**src/rtl/cdq_pkg.sv**
```systemverilog
package cdq_pkg;

   localparam int DEPTH      = 16;
   localparam int DATA_WIDTH = 32;
   localparam int IDX_W      = (DEPTH > 1) ? $clog2(DEPTH) : 1;
   localparam int CNT_W      = IDX_W + 1;

   localparam int CFG_CAP_W  = 5;
   localparam int CSR_DATA_W = 32;
   localparam int CSR_ADDR_W = 3;

   localparam logic [CFG_CAP_W-1:0] CAP_RESET = CFG_CAP_W'(16);

   // register index taken from the word address bits
   localparam logic [CSR_ADDR_W-3:0] REG_CAPACITY = '0;

   typedef enum logic [1:0] {
      MODE_PUSH_BACK  = 2'd0,
      MODE_PUSH_FRONT = 2'd1,
      MODE_POP_FRONT  = 2'd2,
      MODE_POP_BACK   = 2'd3
   } mode_type;

   typedef enum logic [1:0] {
      STATUS_DONE  = 2'd0,
      STATUS_FULL  = 2'd1,
      STATUS_EMPTY = 2'd2
   } status_type;

endpackage

```
**src/rtl/cdq_req_if.sv**
```systemverilog
interface cdq_req_if
   import cdq_pkg::*;
   ();
   logic                         valid;
   logic                         ready;
   mode_type                     mode;
   logic signed [DATA_WIDTH-1:0] push_value;

   modport source (output valid, output mode, output push_value, input ready);
   modport sink   (input valid, input mode, input push_value, output ready);
endinterface

```
**src/rtl/cdq_rsp_if.sv**
```systemverilog
interface cdq_rsp_if
   import cdq_pkg::*;
   ();
   logic                         valid;
   logic                         ready;
   status_type                   status;
   logic signed [DATA_WIDTH-1:0] pop_value;
   logic [CNT_W-1:0]             entry_count;

   modport source (output valid, output status, output pop_value, output entry_count,
                   input ready);
   modport sink   (input valid, input status, input pop_value, input entry_count,
                   output ready);
endinterface

```
**src/rtl/cdq_ram.sv**
```systemverilog
module cdq_ram #(
   parameter int RAM_WIDTH = 32,
   parameter int RAM_DEPTH = 16
) (
   input  logic                          clock,
   input  logic                          wr_en,
   input  logic [$clog2(RAM_DEPTH)-1:0]  wr_addr,
   input  logic [RAM_WIDTH-1:0]          wr_data,
   input  logic                          rd_en,
   input  logic [$clog2(RAM_DEPTH)-1:0]  rd_addr,
   output logic [RAM_WIDTH-1:0]          rd_data
);
   logic [RAM_WIDTH-1:0] mem_ff [RAM_DEPTH];
   logic [RAM_WIDTH-1:0] rd_data_ff;

   always_ff @(posedge clock) begin
      if (wr_en) begin
         mem_ff[wr_addr] <= wr_data;
      end
      if (rd_en) begin
         rd_data_ff <= mem_ff[rd_addr];
      end
   end

   assign rd_data = rd_data_ff;
endmodule

```
**src/rtl/cdq_ctrl.sv**
```systemverilog
module cdq_ctrl
   import cdq_pkg::*;
(
   input  logic             clock,
   input  logic             reset,
   input  logic [CNT_W-1:0] eff_cap,
   cdq_req_if.sink          req,
   cdq_rsp_if.source        rsp
);
   typedef enum logic [1:0] {
      ST_IDLE = 2'b01,
      ST_PEND = 2'b10
   } state_type;

   function automatic logic [IDX_W-1:0] step_up(input logic [IDX_W-1:0] idx,
                                                input logic [CNT_W-1:0] cap);
      logic [CNT_W-1:0] nxt;
      nxt = CNT_W'(idx) + CNT_W'(1);
      return (nxt >= cap) ? '0 : nxt[IDX_W-1:0];
   endfunction

   function automatic logic [IDX_W-1:0] step_down(input logic [IDX_W-1:0] idx,
                                                  input logic [CNT_W-1:0] cap);
      logic [CNT_W-1:0] last;
      last = cap - CNT_W'(1);
      if (idx == '0 || CNT_W'(idx) > last) begin
         return last[IDX_W-1:0];
      end
      return idx - IDX_W'(1);
   endfunction

   state_type        state_ff, state_in;
   logic [IDX_W-1:0] head_ff, head_in;
   logic [IDX_W-1:0] tail_ff, tail_in;
   logic [CNT_W-1:0] count_ff, count_in;

   status_type       pend_status_ff, pend_status_in;
   logic             pend_pop_ff, pend_pop_in;
   logic [CNT_W-1:0] pend_count_ff;

   logic                  rsp_valid_ff;
   status_type            rsp_status_ff;
   logic [DATA_WIDTH-1:0] rsp_value_ff;
   logic [CNT_W-1:0]      rsp_count_ff;

   logic                  accept;
   logic                  unload;
   logic                  full;
   logic                  empty;
   logic                  wr_en;
   logic [IDX_W-1:0]      wr_addr;
   logic                  rd_en;
   logic [IDX_W-1:0]      rd_addr;
   logic [DATA_WIDTH-1:0] rd_data;
   logic [IDX_W-1:0]      step_idx;

   assign req.ready = (state_ff == ST_IDLE);
   assign accept    = req.valid && req.ready;
   // output slot is free or drains this cycle
   assign unload    = (state_ff == ST_PEND) && (!rsp_valid_ff || rsp.ready);

   assign full  = (count_ff >= eff_cap);
   assign empty = (count_ff == '0);

   always_comb begin
      head_in        = head_ff;
      tail_in        = tail_ff;
      count_in       = count_ff;
      pend_status_in = STATUS_DONE;
      pend_pop_in    = 1'b0;
      wr_en          = 1'b0;
      wr_addr        = tail_ff;
      rd_en          = 1'b0;
      rd_addr        = head_ff;
      step_idx       = '0;
      case (req.mode)
         MODE_PUSH_BACK: begin
            if (full) begin
               pend_status_in = STATUS_FULL;
            end else begin
               wr_en    = accept;
               wr_addr  = tail_ff;
               tail_in  = step_up(tail_ff, eff_cap);
               count_in = count_ff + CNT_W'(1);
            end
         end
         MODE_PUSH_FRONT: begin
            if (full) begin
               pend_status_in = STATUS_FULL;
            end else begin
               step_idx = step_down(head_ff, eff_cap);
               wr_en    = accept;
               wr_addr  = step_idx;
               head_in  = step_idx;
               count_in = count_ff + CNT_W'(1);
            end
         end
         MODE_POP_FRONT: begin
            if (empty) begin
               pend_status_in = STATUS_EMPTY;
            end else begin
               rd_en       = accept;
               rd_addr     = head_ff;
               head_in     = step_up(head_ff, eff_cap);
               count_in    = count_ff - CNT_W'(1);
               pend_pop_in = 1'b1;
            end
         end
         default: begin
            if (empty) begin
               pend_status_in = STATUS_EMPTY;
            end else begin
               step_idx    = step_down(tail_ff, eff_cap);
               rd_en       = accept;
               rd_addr     = step_idx;
               tail_in     = step_idx;
               count_in    = count_ff - CNT_W'(1);
               pend_pop_in = 1'b1;
            end
         end
      endcase
      // last entry gone: both ends back to slot zero
      if (pend_pop_in && count_in == '0) begin
         head_in = '0;
         tail_in = '0;
      end
   end

   always_comb begin
      state_in = state_ff;
      unique case (state_ff)
         ST_IDLE: begin
            if (accept) begin
               state_in = ST_PEND;
            end
         end
         ST_PEND: begin
            if (unload) begin
               state_in = ST_IDLE;
            end
         end
         default: state_in = ST_IDLE;
      endcase
   end

   always_ff @(posedge clock) begin
      if (reset) begin
         state_ff     <= ST_IDLE;
         head_ff      <= '0;
         tail_ff      <= '0;
         count_ff     <= '0;
         rsp_valid_ff <= 1'b0;
      end else begin
         state_ff <= state_in;
         if (accept) begin
            head_ff  <= head_in;
            tail_ff  <= tail_in;
            count_ff <= count_in;
         end
         if (unload) begin
            rsp_valid_ff <= 1'b1;
         end else if (rsp.ready) begin
            rsp_valid_ff <= 1'b0;
         end
      end
   end

   always_ff @(posedge clock) begin
      if (accept) begin
         pend_status_ff <= pend_status_in;
         pend_pop_ff    <= pend_pop_in;
         pend_count_ff  <= count_in;
      end
      if (unload) begin
         rsp_status_ff <= pend_status_ff;
         rsp_value_ff  <= pend_pop_ff ? rd_data : '0;
         rsp_count_ff  <= pend_count_ff;
      end
   end

   // one item in flight, so a write and a later read of one slot never overlap
   cdq_ram #(
      .RAM_WIDTH (DATA_WIDTH),
      .RAM_DEPTH (DEPTH)
   ) u_ring (
      .clock   (clock),
      .wr_en   (wr_en),
      .wr_addr (wr_addr),
      .wr_data (DATA_WIDTH'(req.push_value)),
      .rd_en   (rd_en),
      .rd_addr (rd_addr),
      .rd_data (rd_data)
   );

   assign rsp.valid       = rsp_valid_ff;
   assign rsp.status      = rsp_status_ff;
   assign rsp.pop_value   = rsp_value_ff;
   assign rsp.entry_count = rsp_count_ff;
endmodule

```
**src/rtl/circular_deque_core.sv**
```systemverilog
// Double-ended queue in a ring memory. Each request word pushes at the back or
// front or pops from the front or back, and gives exactly one response word with
// a status, the popped value (zero otherwise) and the entry count after the
// operation. The accept cycle updates head, tail and count and issues any ring
// memory access; ST_PEND then moves the registered read word into the output
// register, waiting while that register holds an untaken response until rsp
// ready frees it. The ring needs no clearing after reset; capacity (0 acts as
// 1, above the depth acts as the depth) is written through the csr port at
// address 0; the user must write it only while the queue is idle.
module circular_deque_core
   import cdq_pkg::*;
(
   input  logic                  clock,
   input  logic                  reset,
   cdq_req_if.sink               req,
   cdq_rsp_if.source             rsp,
   input  logic                  csr_psel,
   input  logic                  csr_penable,
   input  logic                  csr_pwrite,
   input  logic [CSR_ADDR_W-1:0] csr_paddr,
   input  logic [CSR_DATA_W-1:0] csr_pwdata,
   output logic [CSR_DATA_W-1:0] csr_prdata,
   output logic                  csr_pready
);
   logic [CFG_CAP_W-1:0] capacity_ff;
   logic [CNT_W-1:0]     eff_cap;
   logic                 sel_capacity;

   assign csr_pready   = 1'b1;
   assign sel_capacity = (csr_paddr[CSR_ADDR_W-1:2] == REG_CAPACITY);

   always_ff @(posedge clock) begin
      if (reset) begin
         capacity_ff <= CAP_RESET;
      end else if (csr_psel && csr_penable && csr_pwrite && sel_capacity) begin
         capacity_ff <= csr_pwdata[CFG_CAP_W-1:0];
      end
   end

   assign csr_prdata = sel_capacity ? CSR_DATA_W'(capacity_ff) : '0;

   always_comb begin
      if (capacity_ff == '0) begin
         eff_cap = CNT_W'(1);
      end else if (32'(capacity_ff) > DEPTH) begin
         eff_cap = CNT_W'(DEPTH);
      end else begin
         eff_cap = CNT_W'(capacity_ff);
      end
   end

   cdq_ctrl u_ctrl (
      .clock   (clock),
      .reset   (reset),
      .eff_cap (eff_cap),
      .req     (req),
      .rsp     (rsp)
   );
endmodule

```
**src/flat_wrapper.sv**
```systemverilog
// flat-port wrapper written by rule: the top's interface ports become plain ports
module circular_deque_core_flat import cdq_pkg::*;
  (clock, reset, csr_psel, csr_penable, csr_pwrite, csr_paddr, csr_pwdata, csr_prdata, csr_pready, req_valid, req_mode, req_push_value, req_ready, rsp_valid, rsp_status, rsp_pop_value, rsp_entry_count, rsp_ready);
  cdq_req_if req_i ();
  cdq_rsp_if rsp_i ();
  input  logic clock;
  input  logic reset;
  input  logic csr_psel;
  input  logic csr_penable;
  input  logic csr_pwrite;
  input  logic [CSR_ADDR_W-1:0] csr_paddr;
  input  logic [CSR_DATA_W-1:0] csr_pwdata;
  output logic [CSR_DATA_W-1:0] csr_prdata;
  output logic csr_pready;
  input wire logic [$bits(req_i.valid)-1:0] req_valid;
  input wire logic [$bits(req_i.mode)-1:0] req_mode;
  input wire logic [$bits(req_i.push_value)-1:0] req_push_value;
  output wire logic [$bits(req_i.ready)-1:0] req_ready;
  output wire logic [$bits(rsp_i.valid)-1:0] rsp_valid;
  output wire logic [$bits(rsp_i.status)-1:0] rsp_status;
  output wire logic [$bits(rsp_i.pop_value)-1:0] rsp_pop_value;
  output wire logic [$bits(rsp_i.entry_count)-1:0] rsp_entry_count;
  input wire logic [$bits(rsp_i.ready)-1:0] rsp_ready;
  assign req_i.valid = req_valid;
  assign req_i.mode = req_mode;
  assign req_i.push_value = req_push_value;
  assign req_ready = req_i.ready;
  assign rsp_valid = rsp_i.valid;
  assign rsp_status = rsp_i.status;
  assign rsp_pop_value = rsp_i.pop_value;
  assign rsp_entry_count = rsp_i.entry_count;
  assign rsp_i.ready = rsp_ready;
  circular_deque_core u_core (.clock(clock), .reset(reset), .req(req_i), .rsp(rsp_i), .csr_psel(csr_psel), .csr_penable(csr_penable), .csr_pwrite(csr_pwrite), .csr_paddr(csr_paddr), .csr_pwdata(csr_pwdata), .csr_prdata(csr_prdata), .csr_pready(csr_pready));
endmodule
```
**config.mk**
```make
export PLATFORM = sky130hd
export DESIGN_NAME = circular_deque_core_flat
export DESIGN_NICKNAME = d
export VERILOG_FILES = /design/src/rtl/cdq_pkg.sv /design/src/rtl/cdq_req_if.sv /design/src/rtl/cdq_rsp_if.sv /design/src/rtl/cdq_ram.sv /design/src/rtl/cdq_ctrl.sv /design/src/rtl/circular_deque_core.sv /design/src/flat_wrapper.sv
export SDC_FILE = /design/constraint.sdc
export NUM_CORES = 1
export LEC_CHECK = 0
export ABC_AREA = 0
export ABC_CLOCK_PERIOD_IN_PS = 8600
export BUFFER_PORTS_ARGS = -buffer_cell sky130_fd_sc_hd__buf_2
export CAP_MARGIN = 10
export CORE_MARGIN = 2
export CORE_UTILIZATION = 50
export DETAILED_ROUTE_END_ITERATION = 10
export GPL_TIMING_DRIVEN = 1
export PLACE_DENSITY_LB_ADDON = 0.2
export SYNTH_ARGS = -nofsm -noshare
export SYNTH_HDL_FRONTEND = slang
export SYNTH_HIERARCHICAL = 1
export SYNTH_SLANG_ARGS = --single-unit
export TNS_END_PERCENT = 1
```
**constraint.sdc**
```tcl
create_clock -name clock -period 8.6 [get_ports clock]
set_clock_uncertainty 0.15 [all_clocks]
set_input_delay 1.72 -clock clock [delete_from_list [all_inputs] [get_ports clock]]
set_output_delay 1.72 -clock clock [all_outputs]
set_load 0.05 [all_outputs]
```
Word level (Yosys, flattened, before mapping):

Memories as Yosys holds them, arrays and structs flattened. A register that Yosys moved wholly into a read port is not among the register bits.
Cells that the tools add are included.
W data, S select, Z words.

* flip-flop bits (word level): 68
* RAM bits: 512
* input port bits: 76
* output and inout bits: 74
* word-level logic and storage cells: 108
* memories kept: 1

Memories
* u_core.u_ctrl.u_ring.mem_ff: depth 16, width 32, read ports 1, clocked after memory_dff 1, wr ports 1, RTL line cdq_ram.sv:13 `logic [RAM_WIDTH-1:0] mem_ff [RAM_DEPTH];`

* add/subtract/negate cells: 7
* $lt $le $gt $ge: 6
* equal/unequal tests: 11
* multiplexer cells: 46
* bitwise gates (word level): 1
* reductions and logical operators: 24

Operators with widths (number)
* $mux W4: 16
* $mux W5: 6
* $mux W1: 17
* $pmux W4 S2: 2
* $ge A5 B5 Y1: 3
* $logic_not A5 Y1: 3
* $add A4 B1 Y5 const B: 2
* $gt A4 B5 Y1: 2
* $sub A5 B1 Y5 const B: 2
* $ne A3 B3 Y1 const B: 3
* $logic_not A4 Y1: 2
* $mux W2: 4
* $reduce_and A4 Y1: 2
* $sub A4 B1 Y4 const B: 2
* $logic_and A1 B1 Y1: 6
* $add A5 B1 Y5 const B: 1
* $gt A5 B5 Y1 const B: 1
* $eq A2 B1 Y1 const B: 2
* $eq A2 B2 Y1 const B: 2
* $ne A2 B1 Y1 const B: 2
* $pmux W2 S2: 1
* $reduce_or A2 Y1: 2
* $logic_or A1 B1 Y1: 3
* $ne A3 B1 Y1 const B: 1
* other kinds (8): 8

Depth between registers and ports, before layout:

Gate-level depths: netlist of the first run.

* depth after elaboration: 13
* gate-level depth with buffers: 17
* depth with buffers taken out: 15

Modules after synthesis:

The synthesis of the first run kept the hierarchy.

By module, submodules not included
* cdq_ram: times used 1, cells an instance 838, area an instance 20155.6 µm², seq. area each 16335.7 µm²
* cdq_ctrl: times used 1, cells an instance 354, area an instance 3792.4 µm², seq. area each 1731.7 µm²
* circular_deque_core: times used 1, cells an instance 65, area an instance 526.8 µm², seq. area each 100.1 µm²

Least setup slack after synthesis of the first run:

OpenSTA, ideal clock, no wires.

* path type: register to register
* from: reg u_core.capacity_ff[3]
* to: mem u_core.u_ctrl.u_ring.mem_ff[0][0] (enable)
* setup time: 0.461 ns
* data arrival time: 5.660 ns
* required time: 7.989 ns
* slack: 2.329 ns
* stages on the path, launching flop included: 15
* path buffers: 0
* clock period less this slack: 6.271 ns
* cell sequence: dfxtp_1 > or3_1 > a21oi_1 > inv_1 > ha_1 > xor2_1 > inv_1 > ha_1 > and4_1 > a21oi_1 > a22oi_2 > mux2_2 > o21ai_1 > or3b_2 > nor3_1

* cells in the longest elaborated chain, start to end: 12
* elaborated cells between the ends (all ways): 19
* classes of those cells: add/sub: 1; order compare: 3; mux: 13; reduce/logical: 2

Ends and longest elaborated chain
* start: declaration: RTL line circular_deque_core.sv:25 `logic [CFG_CAP_W-1:0] capacity_ff;`
* start signal: assignment: RTL line circular_deque_core.sv:36 `capacity_ff <= csr_pwdata[CFG_CAP_W-1:0];`
* $gt A5 B5 Y1: RTL line circular_deque_core.sv:45 `end else if (32'(capacity_ff) > DEPTH) begin`
* $mux W5: RTL line circular_deque_core.sv:45
* $mux W5 *: RTL line circular_deque_core.sv:43 `if (capacity_ff == '0) begin`
* via u_core.eff_cap[0]: RTL line circular_deque_core.sv:26 `logic [CNT_W-1:0] eff_cap;`
* $sub A5 B1 Y5: RTL line cdq_ctrl.sv:25 `last = cap - CNT_W'(1);`
* $gt A4 B5 Y1: RTL line cdq_ctrl.sv:26 `if (idx == '0 || CNT_W'(idx) > last) begin`
* $logic_or A1 B1 Y1: RTL line cdq_ctrl.sv:26
* $mux W1: RTL line cdq_ctrl.sv:26
* $mux W1: RTL line cdq_ctrl.sv:88 `if (full) begin`
* $mux W1: RTL line cdq_ctrl.sv:76 `case (req.mode)`
* $mux W4: RTL line cdq_ctrl.sv:29 `return idx - IDX_W'(1);`
* $mux W4 *: RTL line cdq_ctrl.sv:88
* $mux W4 *
* via u_core.u_ctrl.wr_addr[3]: RTL line cdq_ctrl.sv:51 `logic [IDX_W-1:0] wr_addr;`
* end: declaration: RTL line cdq_ram.sv:13

Mark *: on every way through the listed nets, which the timed path passes. The rest lies on a longest branch. The select of a mux whose other input is x is not followed.

Worst setup path after layout of the first run:

* from: reg u_core.capacity_ff[3]
* to: mem u_core.u_ctrl.u_ring.mem_ff[15][0] (enable)

The elaborated chain is that of the path after synthesis.

==> results of run 1 <==
==> through the flow <==
step	hold slack [ns]	total power, µW
after floorplan	0.250	4160
after global placement	0.256	4390
after CTS	0.270	6880
final	0.273	6800
after detailed placement	0.255	4400
after global routing	0.280	7060
==> final cells by class <==
cell class | instances | area, µm² | area share (%)
Antenna cell | 1 | 2.50 | 0.00906
Clock buffer | 75 | 1560 | 5.64
Clock inverter | 36 | 300 | 1.09
Inverter | 24 | 90.1 | 0.326
Multi-Input combinational cell | 562 | 6000 | 21.7
Sequential cell | 612 | 18200 | 65.8
Tap cell | 622 | 778 | 2.82
Timing Repair Buffer | 122 | 727 | 2.63
==> how the worst max path moves through the flow <==
stage / startpoint / end / cells past startpoint
after global placement: u_core/capacity_ff[3] / u_core/u_ctrl/u_ring/mem_ff[15][31] / 16
after floorplan: u_core/capacity_ff[3] / u_core/u_ctrl/u_ring/mem_ff[0][0] / 14
after global routing: u_core/capacity_ff[3] / u_core/u_ctrl/u_ring/mem_ff[15][0] / 16
final: u_core/capacity_ff[3] / u_core/u_ctrl/u_ring/mem_ff[15][0] / 16
after detailed placement: u_core/capacity_ff[3] / u_core/u_ctrl/u_ring/mem_ff[15][31] / 16
after CTS: u_core/capacity_ff[3] / u_core/u_ctrl/u_ring/mem_ff[15][0] / 16
==> worst max-delay path: cells and delay by family (launching register included) <==
family                   cells  cell delay (ns)
flip-flops                   1             0.33
AND/OR/NAND/NOR              4             1.96
AO/OA/AOI/OAI                4             1.21
multiplexers                 1             0.34
XOR/XNOR                     1             0.25
buffers and inverters        4             0.79
adder cells (fa/ha/maj)      2             0.54
==> registers in the layout, indices dropped and copies added (netlist names) <==
signal                         cells
u_core/u_ctrl/rsp.entry_count      5
u_core/u_ctrl/u_ring/mem_ff      512
u_core/u_ctrl/rsp.status           2
u_core/u_ctrl/pend_status_ff       2
u_core/u_ctrl/head_ff              4
u_core/u_ctrl/tail_ff              4
u_core/u_ctrl/count_ff             5
u_core/u_ctrl/rsp.valid            1
u_core/capacity_ff                 5
u_core/u_ctrl/u_ring/rd_data      32
u_core/u_ctrl/state_ff             2
u_core/u_ctrl/pend_count_ff        5
u_core/u_ctrl/rsp.pop_value       32
u_core/u_ctrl/pend_pop_ff          1
==> cells by family (layout without fill, tap and decap cells) <==
family | Yosys count | count (layout) | synth area share [%]
compound gates | 142 | 142 | 4.35
xor+xnor | 13 | 13 | 0.542
fa+ha+maj | 35 | 35 | 1.79
buf+inv | 109 | 257 | 2.35
flops | 612 | 612 | 74.2
mux | 141 | 141 | 12.3
other cells | 2 | 29 | 0.0307
simple gates | 203 | 203 | 4.38
==> power breakdown <==
group / switching [µW] / leakage, µW / total, µW / internal [µW]
logic: 543 / 0.00259 / 946 / 403
clock network: 1070 / 0.000906 / 2470 / 1400
registers: 27.5 / 0.00551 / 3390 / 3360
==> metal layers <==
layer / vias up / global-route usage (%) / part of all wire, %
met5: - / 0 / 0.11
met4: 8 / 5.04 / 1.7
met3: 70 / 3.38 / 5.0
met2: 270 / 34.0 / 49
met1: 6277 / 28.3 / 44
li1: 5303 / - / -
==> cell usage in the layout (no fill, tap or decap), drive strengths merged, types with 13 or more instances in the layout <==
cell type,netlist,routed
ha,35,35
inv,24,24
a21oi,15,15
nor3,13,13
dfxtp,21,21
conb,2,28
nor2,34,34
nand2b,15,15
clkbuf,26,75
mux4,128,128
nand2,58,58
buf,59,122
o21ai,19,19
and2,35,35
a22oi,67,67
edfxtp,591,591
clkinv,0,30
==> out/qor.txt, run 1 <==
Run status: finished, final reports clean
Post-synthesis sequential area ratio: 74.2%
Primary FF master, synth: edfxtp_1
Overall die width: 225 µm
Max-slew headroom: 22.5%
Post-synth top area share: 72.5%
WHS Endpoint: u_core/u_ctrl/rsp.entry_count[1]
CTS resizes: 0
Initial antenna violation count: 6
Hold_sp: u_core/u_ctrl/pend_count_ff[1]
# Post-CTS Setup Buffers: 0
DRC errors left: 0
Final setup vio count: 0
Fin nets: 1492
Post-route cell area: 0.0276 mm²
Drt total wl: 50800 µm
Post-synth ARST share: 0%
Crit path max fanout: 26
Clock Sinks: 612
Cell with the most instances after synthesis: edfxtp_1
CTS tree: done
Fmax achieved: 170 MHz
Initial DRC Count: 970
Crit path kind: reg2reg
Rows: 81
Synthesized area: 0.0245 mm²
Worst Hold Depth: 0
Gr usage total: 20.4%
Global-route wire length before repair: 75500 µm
Tightest Pin Transition: 1.16 ns
Htree depth: 2
WP data arrival: 6.05 ns
Post-route setup TNS: 0 ns
CTS Buf Count: 59
Wirelength per Cell: 24.7 µm
Largest cells by area after synthesis: edfxtp_1 73%, mux4_2 12%, a22oi_1 2.0%, ha_1 1.8%, dfxtp_1 1.7%
Non-Filler Instances: 2054
Max VDD drop: 0.177 mV
Clock Pin Slew Worst Setup and Hold Paths: 0.06 ns
Pwr dens: 246 mW/mm²
Root buf cell: clkbuf_16
Gr ovfl total: 0
Util after Layout: 56.8%
Worst setup EP type: flop
Startpoint Class: flop
Gpl congestion: 0.808
FF-to-FF End: u_core/u_ctrl/u_ring/mem_ff[15][0]
Final antenna-violating net count: 0
Post-synth top cells: 591 x edfxtp_1, 128 x mux4_2, 65 x a22oi_1
Area after DPL: 0.0258 mm²
LEAKAGE: 0.00901 µW
Flops & latches, synth: 612
Synth area leader: edfxtp_1
Syn_area_per_cell: 19.5 µm²
Worst-path cell chain: or3_1 > a21oi_1 > buf_4 > inv_1 > ha_1 > xor2_1 > inv_1 > ha_1 > and4_1 > a21oi_1 > a22oi_2 > mux2_2 > o21ai_1 > nand2_1 > nor2_4 > buf_4
Final worst setup slack: 2.72 ns
Launching point of the worst reg2reg path: u_core/capacity_ff[3]
Area Overhead vs Synth: 12.9%
Synth warn: 6
CP peak stage delay: 0.98 ns
Slowest stage cell, crit path: nor2_4
R2r setup slk: 2.72 ns
Layout cell share with drive strength beyond 1: 26.9%
RSZ-0062 raised after global routing: no
Max Cap Viol: 0
R2r worst-path depth: 16
Largest net degree at the start of global routing: 129
Via density: 5.81
Slew Viols, Final: 0
Mapped Cells: 1257
DRT Pass-1 Iters: 5
I/O pin count: 150
Final worst path period share: 68.4%
Vias in the first global route: 12159
Detailed-placement wirelength estimate: 27700 µm
Port bufs: 92
Fin. Hold Viols: 0
Max clock buf depth: 3
Filler cells: 3695
Die Ht: 225 µm
Post-place setup slack: 2.74 ns
Die area: 0.0507 mm²
Initial core utilization: 50.3%
Hold buffers post-CTS: 0
Synth cell types: 69
CP Data Required Time: 8.77 ns
Number of synthesized flops with an enable pin: 591
Min Clock Period, post-route: 5.88 ns
Worst Hold Class: reg2reg
Placeable Area: 0.0486 mm²
Placed insts: 1941
Clk Latency, worst-skew pair: 0.62 ns
DR vias: 11928
Power figures use the tool's default switching activity.
==> run 2: changes to the inputs <==
--- a/config.mk
+++ b/config.mk
@@ -6,7 +6,7 @@
 export NUM_CORES = 1
 export LEC_CHECK = 0
 export ABC_AREA = 0
-export ABC_CLOCK_PERIOD_IN_PS = 8600
+export ABC_CLOCK_PERIOD_IN_PS = 5460
 export BUFFER_PORTS_ARGS = -buffer_cell sky130_fd_sc_hd__buf_2
 export CAP_MARGIN = 10
 export CORE_MARGIN = 2
==> constraint.sdc (replaced) <==
create_clock -name clock -period 5.46 [get_ports clock]
set_clock_uncertainty 0.15 [all_clocks]
set_input_delay 1.092 -clock clock [delete_from_list [all_inputs] [get_ports clock]]
set_output_delay 1.092 -clock clock [all_outputs]
set_load 0.05 [all_outputs]
==> out/qor.txt, run 2 (same netlist as run 1, synthesis figures left out) <==
Gr usage total: 21.2% (+0.86 points)
Hold buffers post-CTS: 0 (unchanged)
Non-Filler Instances: 2098 (+2.1%)
# Post-CTS Setup Buffers: 0 (unchanged)
Max reg flops: 512 (unchanged)
Die area: 0.0507 mm² (unchanged)
Startpoint Class: flop
Final worst setup slack: 0.455 ns (-2.26 ns)
Fmax achieved: 200 MHz (+18%)
Final worst path period share: 91.7% (+23 points)
Max VDD drop: 0.276 mV (+56%)
Placeable Area: 0.0486 mm² (unchanged)
Slew Viols, Final: 0 (unchanged)
Gpl congestion: 0.822 (+1.7%)
Sequential cell area: 0.0182 mm² (unchanged)
Area after DPL: 0.0263 mm² (+1.9%)
Htree depth: 2 (unchanged)
CTS resizes: 0 (unchanged)
Crit path kind: reg2reg
Util after Layout: 58.3% (+1.6 points)
Fin. Hold Viols: 0 (unchanged)
FF-to-FF End: u_core/u_ctrl/u_ring/rd_data[17]
Initial antenna violation count: 3 (-3)
Launching point of the worst reg2reg path: u_core/capacity_ff[3]
Placed insts: 1980 (+2.0%)
Root buf cell: clkbuf_16
Initial DRC Count: 1132 (+17%)
Gr ovfl total: 0 (unchanged)
Post-route cell area: 0.0284 mm² (+2.8%)
DRT Pass-1 Iters: 4 (-1)
Bufs and invs on worst path: 4 (unchanged)
Clock Sinks: 612 (unchanged)
CTS Buf Count: 60 (+1.7%)
WP depth: 17 (+1)
WP data arrival: 5.21 ns (-0.84 ns)
Max clock buf depth: 3 (unchanged)
Wirelength per Cell: 24.8 µm (+0.40%)
Pwr dens: 396 mW/mm² (+61%)
Footprint of the multi-input gates: 0.00601 mm² (+0.10%)
Run status: finished, final reports clean
Commonest non-fill, non-tap cell in the layout: edfxtp_1
Max Cap Viol: 0 (unchanged)
Post-place setup slack: 0.157 ns (-2.59 ns)
Worst-path cell chain: or3_1 > a21oi_1 > inv_1 > ha_1 > xor2_1 > inv_1 > buf_4 > ha_1 > and4_1 > a21oi_1 > a22oi_2 > mux2_1 > o21ai_4 > buf_12 > mux4_2 > a22oi_1 > nand2_1
Worst Hold Class: reg2reg
Fin nets: 1533 (+2.7%)
Clk Latency, worst-skew pair: 0.63 ns (about the same)
CP peak stage delay: 0.43 ns (-0.55 ns)
R2r worst-path depth: 17 (+1)
Die Ht: 225 µm (unchanged)
CTS tree: done
Crit path max fanout: 60 (+130%)
Port bufs: 92 (unchanged)
Clock Pin Slew Worst Setup and Hold Paths: 0.06 ns (about the same)
Worst path top cell family by delay: compound AO/OA/AOI/OAI gates
RSZ-0062 raised after global routing: no
Max-slew headroom: 48.5% (+26 points)
Worst setup EP type: flop
Area Overhead vs Synth: 16.0%
Detailed-placement wirelength estimate: 29500 µm (+6.5%)
DRC errors left: 0 (unchanged)
Most frequent cells in the layout: 591 x edfxtp_1, 128 x mux4_2, 92 x buf_2, 65 x a22oi_1, 61 x clkbuf_16
Global-route wire length before repair: 78500 µm (+4.0%)
Drt total wl: 52100 µm (+2.5%)
Initial core utilization: 50.3% (unchanged)
Final setup vio count: 0 (unchanged)
Overall die width: 225 µm (unchanged)
Via density: 5.85 (+0.79%)
Largest net degree at the start of global routing: 69 (-47%)
Filler cells: 3590 (-2.8%)
LEAKAGE: 0.00937 µW (+4.0%)
Slowest stage cell, crit path: mux2_1
DR vias: 12280 (+3.0%)
Rows: 81 (unchanged)
Top reg by flops: u_core/u_ctrl/u_ring/mem_ff
Tightest Pin Transition: 0.771 ns (-0.390 ns)
Min Clock Period, post-route: 5.01 ns (-0.877 ns)
Layout cell share with drive strength beyond 1: 29.2% (+2.3 points)
Hold_sp: u_core/u_ctrl/pend_count_ff[0]
Worst Hold Depth: 0 (unchanged)
Vias in the first global route: 12353 (+1.6%)
Final antenna-violating net count: 0 (unchanged)
WHS Endpoint: u_core/u_ctrl/rsp.entry_count[0]
R2r setup slk: 0.45 ns (-2.26 ns)
CP Data Required Time: 5.66 ns (-3.11 ns)
I/O pin count: 150 (unchanged)
-- run 2: per-stage QoR --
step	setup TNS (ns)	total power, µW	hold WS, ns
3_5_place_dp	0	7030	0.255
6_report	0	11200	0.268
4_1_cts	0	11400	0.268
5_1_grt	0	11700	0.275
2_1_floorplan	-61.29	6550	0.250
3_3_place_gp	0	7010	0.256
-- run 2: worst max-delay path by stage --
stage / start / slack, ns / end
after global routing: u_core/capacity_ff[3] / 0.16 / u_core/u_ctrl/u_ring/rd_data[17]
after floorplan: u_core/capacity_ff[3] / -0.66 / u_core/u_ctrl/u_ring/mem_ff[12][0]
after global placement: u_core/capacity_ff[3] / 0.25 / u_core/u_ctrl/u_ring/mem_ff[2][27]
after CTS: u_core/capacity_ff[3] / 0.15 / u_core/u_ctrl/u_ring/mem_ff[2][29]
after detailed placement: u_core/capacity_ff[3] / 0.16 / u_core/u_ctrl/u_ring/mem_ff[2][27]
final: u_core/capacity_ff[3] / 0.45 / u_core/u_ctrl/u_ring/rd_data[17]
-- run 2: where the power goes --
part / switching [µW] / total [µW] / internal, µW
logic: 877 / 1580 / 702
registers: 43.1 / 5330 / 5290
clock network: 1750 / 4340 / 2590
-- run 2: metal layers --
metal  GRT usage (%)  routed length, µm  share of wire, %  vias to the layer above
met4            5.83               1020               2.0                        4
met3            3.73               2740               5.3                       84
li1                -                  -                 -                     5379
met2            35.1              26100                50                      336
met5               0                 18             0.035                        -
met1            29.4              22200                43                     6477
-- run 2: area by class of cell --
class                   count  share of cell area [%]
clock inverters            38                    1.77
clock buffers              76                    5.61
diodes                      2                  0.0176
well taps                 622                    2.74
flip-flops and latches    612                    64.0
repair buffers            162                    4.37
multi-input cells         562                    21.2
inverters                  24                   0.317
==> run 3: changes to the inputs <==
--- a/config.mk
+++ b/config.mk
@@ -10,7 +10,7 @@
 export BUFFER_PORTS_ARGS = -buffer_cell sky130_fd_sc_hd__buf_2
 export CAP_MARGIN = 10
 export CORE_MARGIN = 2
-export CORE_UTILIZATION = 50
+export CORE_UTILIZATION = 60
 export DETAILED_ROUTE_END_ITERATION = 10
 export GPL_TIMING_DRIVEN = 1
 export PLACE_DENSITY_LB_ADDON = 0.2
==> out/qor.txt, run 3 (same netlist as run 1, synthesis figures left out) <==
Top reg by flops: u_core/u_ctrl/u_ring/mem_ff
Final antenna-violating net count: 0 (unchanged)
Post-route setup TNS: 0 ns (unchanged)
I/O pin count: 150 (unchanged)
Startpoint Class: flop
Final worst path period share: 92.6% (+0.95 points)
Fmax achieved: 198 MHz (-1.0%)
# Post-CTS Setup Buffers: 0 (unchanged)
Worst setup EP type: flop
Crit path max fanout: 26 (-57%)
Sequential cell area: 0.0182 mm² (unchanged)
Initial DRC Count: 1097 (-3.1%)
Die Ht: 206 µm (-8.6%)
Layout cell share with drive strength beyond 1: 27.6% (-1.6 points)
Vias in the first global route: 12357 (+0.032%)
Overall die width: 206 µm (-8.6%)
Total power: 10600 µW (-5.8%)
Initial antenna violation count: 4 (+1)
Max reg flops: 512 (unchanged)
Min Clock Period, post-route: 5.06 ns (+0.0516 ns)
Clock Sinks: 612 (unchanged)
Non-Filler Instances: 1969 (-6.1%)
Run status: finished, final reports clean
Clk Latency, worst-skew pair: 0.63 ns (about the same)
Initial core utilization: 61.2% (+11 points)
Placed insts: 1865 (-5.8%)
Pwr dens: 383 mW/mm² (-3.4%)
Fin. Hold Viols: 0 (unchanged)
DRT Pass-1 Iters: 5 (+1)
Clock Pin Slew Worst Setup and Hold Paths: 0.06 ns (about the same)
Footprint of the multi-input gates: 0.00601 mm² (+0.13%)
Worst Hold Class: reg2reg
CTS Buf Count: 59 (-1.7%)
Htree depth: 2 (unchanged)
Max VDD drop: 0.292 mV (+5.6%)
Gr usage total: 25.1% (+3.9 points)
Gr ovfl total: 0 (unchanged)
Crit path kind: reg2reg
WP data arrival: 5.20 ns (about the same)
Detailed-placement wirelength estimate: 28300 µm (-4.2%)
Largest net degree at the start of global routing: 77 (+12%)
CTS tree: done
Rows: 73 (-9.9%)
Worst-path cell chain: or3_1 > a21oi_1 > inv_1 > ha_1 > xor2_1 > inv_1 > ha_1 > and4_1 > a21oi_1 > a22oi_2 > mux2_2 > o21ai_1 > nand2_1 > nor2_4 > buf_12
Commonest non-fill, non-tap cell in the layout: edfxtp_1
Max clock buf depth: 3 (unchanged)
Tightest Pin Transition: 1.02 ns (+0.251 ns)
Slowest stage cell, crit path: nor2_4
RSZ-0062 raised after global routing: no
Wirelength per Cell: 26.2 µm (+5.4%)
Max-slew headroom: 30.2% (-18 points)
Placeable Area: 0.0400 mm² (-18%)
DRC errors left: 0 (unchanged)
Filler cells: 2498 (-30%)
Area Overhead vs Synth: 13.1%
Global-route wire length before repair: 76900 µm (-2.2%)
Slew Viols, Final: 0 (unchanged)
Die area: 0.0424 mm² (-16%)
Root buf cell: clkbuf_16
Drt total wl: 51500 µm (-1.1%)
Max Cap Viol: 0 (unchanged)
Most frequent cells in the layout: 591 x edfxtp_1, 128 x mux4_2, 92 x buf_2, 65 x a22oi_1, 59 x clkbuf_16
CP Data Required Time: 5.61 ns (-0.05 ns)
Fin nets: 1512 (-1.4%)
CP peak stage delay: 0.41 ns (-0.02 ns)
Gpl congestion: 0.872 (+6.2%)
LEAKAGE: 0.00909 µW (-3.0%)
DR vias: 12347 (+0.55%)
Final setup vio count: 0 (unchanged)
Port bufs: 92 (unchanged)
Via density: 6.27 (+7.1%)
-- run 3: power breakdown --
group / internal (µW) / total (µW) / switching, µW / leakage, µW
sequential: 5290 / 5340 / 50.7 / 0.00551
combinational: 666 / 1530 / 868 / 0.00273
clock: 2050 / 3720 / 1670 / 0.000847
-- run 3: metal layers --
metal,track usage [%],vias to the layer above,part of all wire [%]
met2,40.5,472,50
met3,4.57,87,7.1
met5,0,-,0.043
met4,8.11,4,2.6
met1,35.4,6449,41
li1,-,5335,-
-- run 3: through the flow --
stage          utilization [%]  setup WS [ns]  hold WS [ns]  cell area [µm²]
2_1_floorplan                -         -0.655         0.250            24600
3_3_place_gp              64.8          0.474         0.254            25900
3_5_place_dp              64.8          0.422         0.255            25900
4_1_cts                   69.2          0.390         0.268            27700
5_1_grt                   69.2         0.0434         0.278            27700
6_report                  69.2          0.403         0.267            27700
-- run 3: final cells by class --
cell class                 instances  share of cell area, %
sequential                       612                   65.6
inverter                          24                  0.325
timing repair buffer             142                   3.65
multi-input combinational        562                   21.7
clock inverter                    25                  0.696
clock buffer                      77                   5.61
tap                              525                   2.37
antenna                            2                 0.0181
-- run 3: worst paths after layout --
| check | from | endpoint | slack (ns) | cells past startpoint |
|---|---|---|---|---|
| worst max-delay path | u_core/capacity_ff[3] | u_core/u_ctrl/u_ring/mem_ff[11][1] | 0.40 | 15 |
| worst min-delay path | u_core/u_ctrl/pend_count_ff[3] | u_core/u_ctrl/rsp.entry_count[3] | 0.27 | 0 |
| worst max register to register | u_core/capacity_ff[3] | u_core/u_ctrl/u_ring/mem_ff[11][1] | 0.40 | 15 |
| worst min register to register | u_core/u_ctrl/pend_count_ff[3] | u_core/u_ctrl/rsp.entry_count[3] | 0.27 | 0 |
-- run 3: critical path, delay by kind of cell (launching register included) --
kind / cells / cell delay (ns)
and+or+nand+nor: 4 / 1.33
AOI/OAI and AO/OA: 4 / 1.14
buffers and inverters: 3 / 0.59
adders and majority gates: 2 / 0.56
DFF: 1 / 0.33
muxes: 1 / 0.32
xor gates and xnor gates: 1 / 0.28
-- run 3: repair_timing --
item | in CTS | in global routing
gates resized for setup | 0 | 1
setup endpoints to repair | 0 | 17
hold buffers | 0 | 0
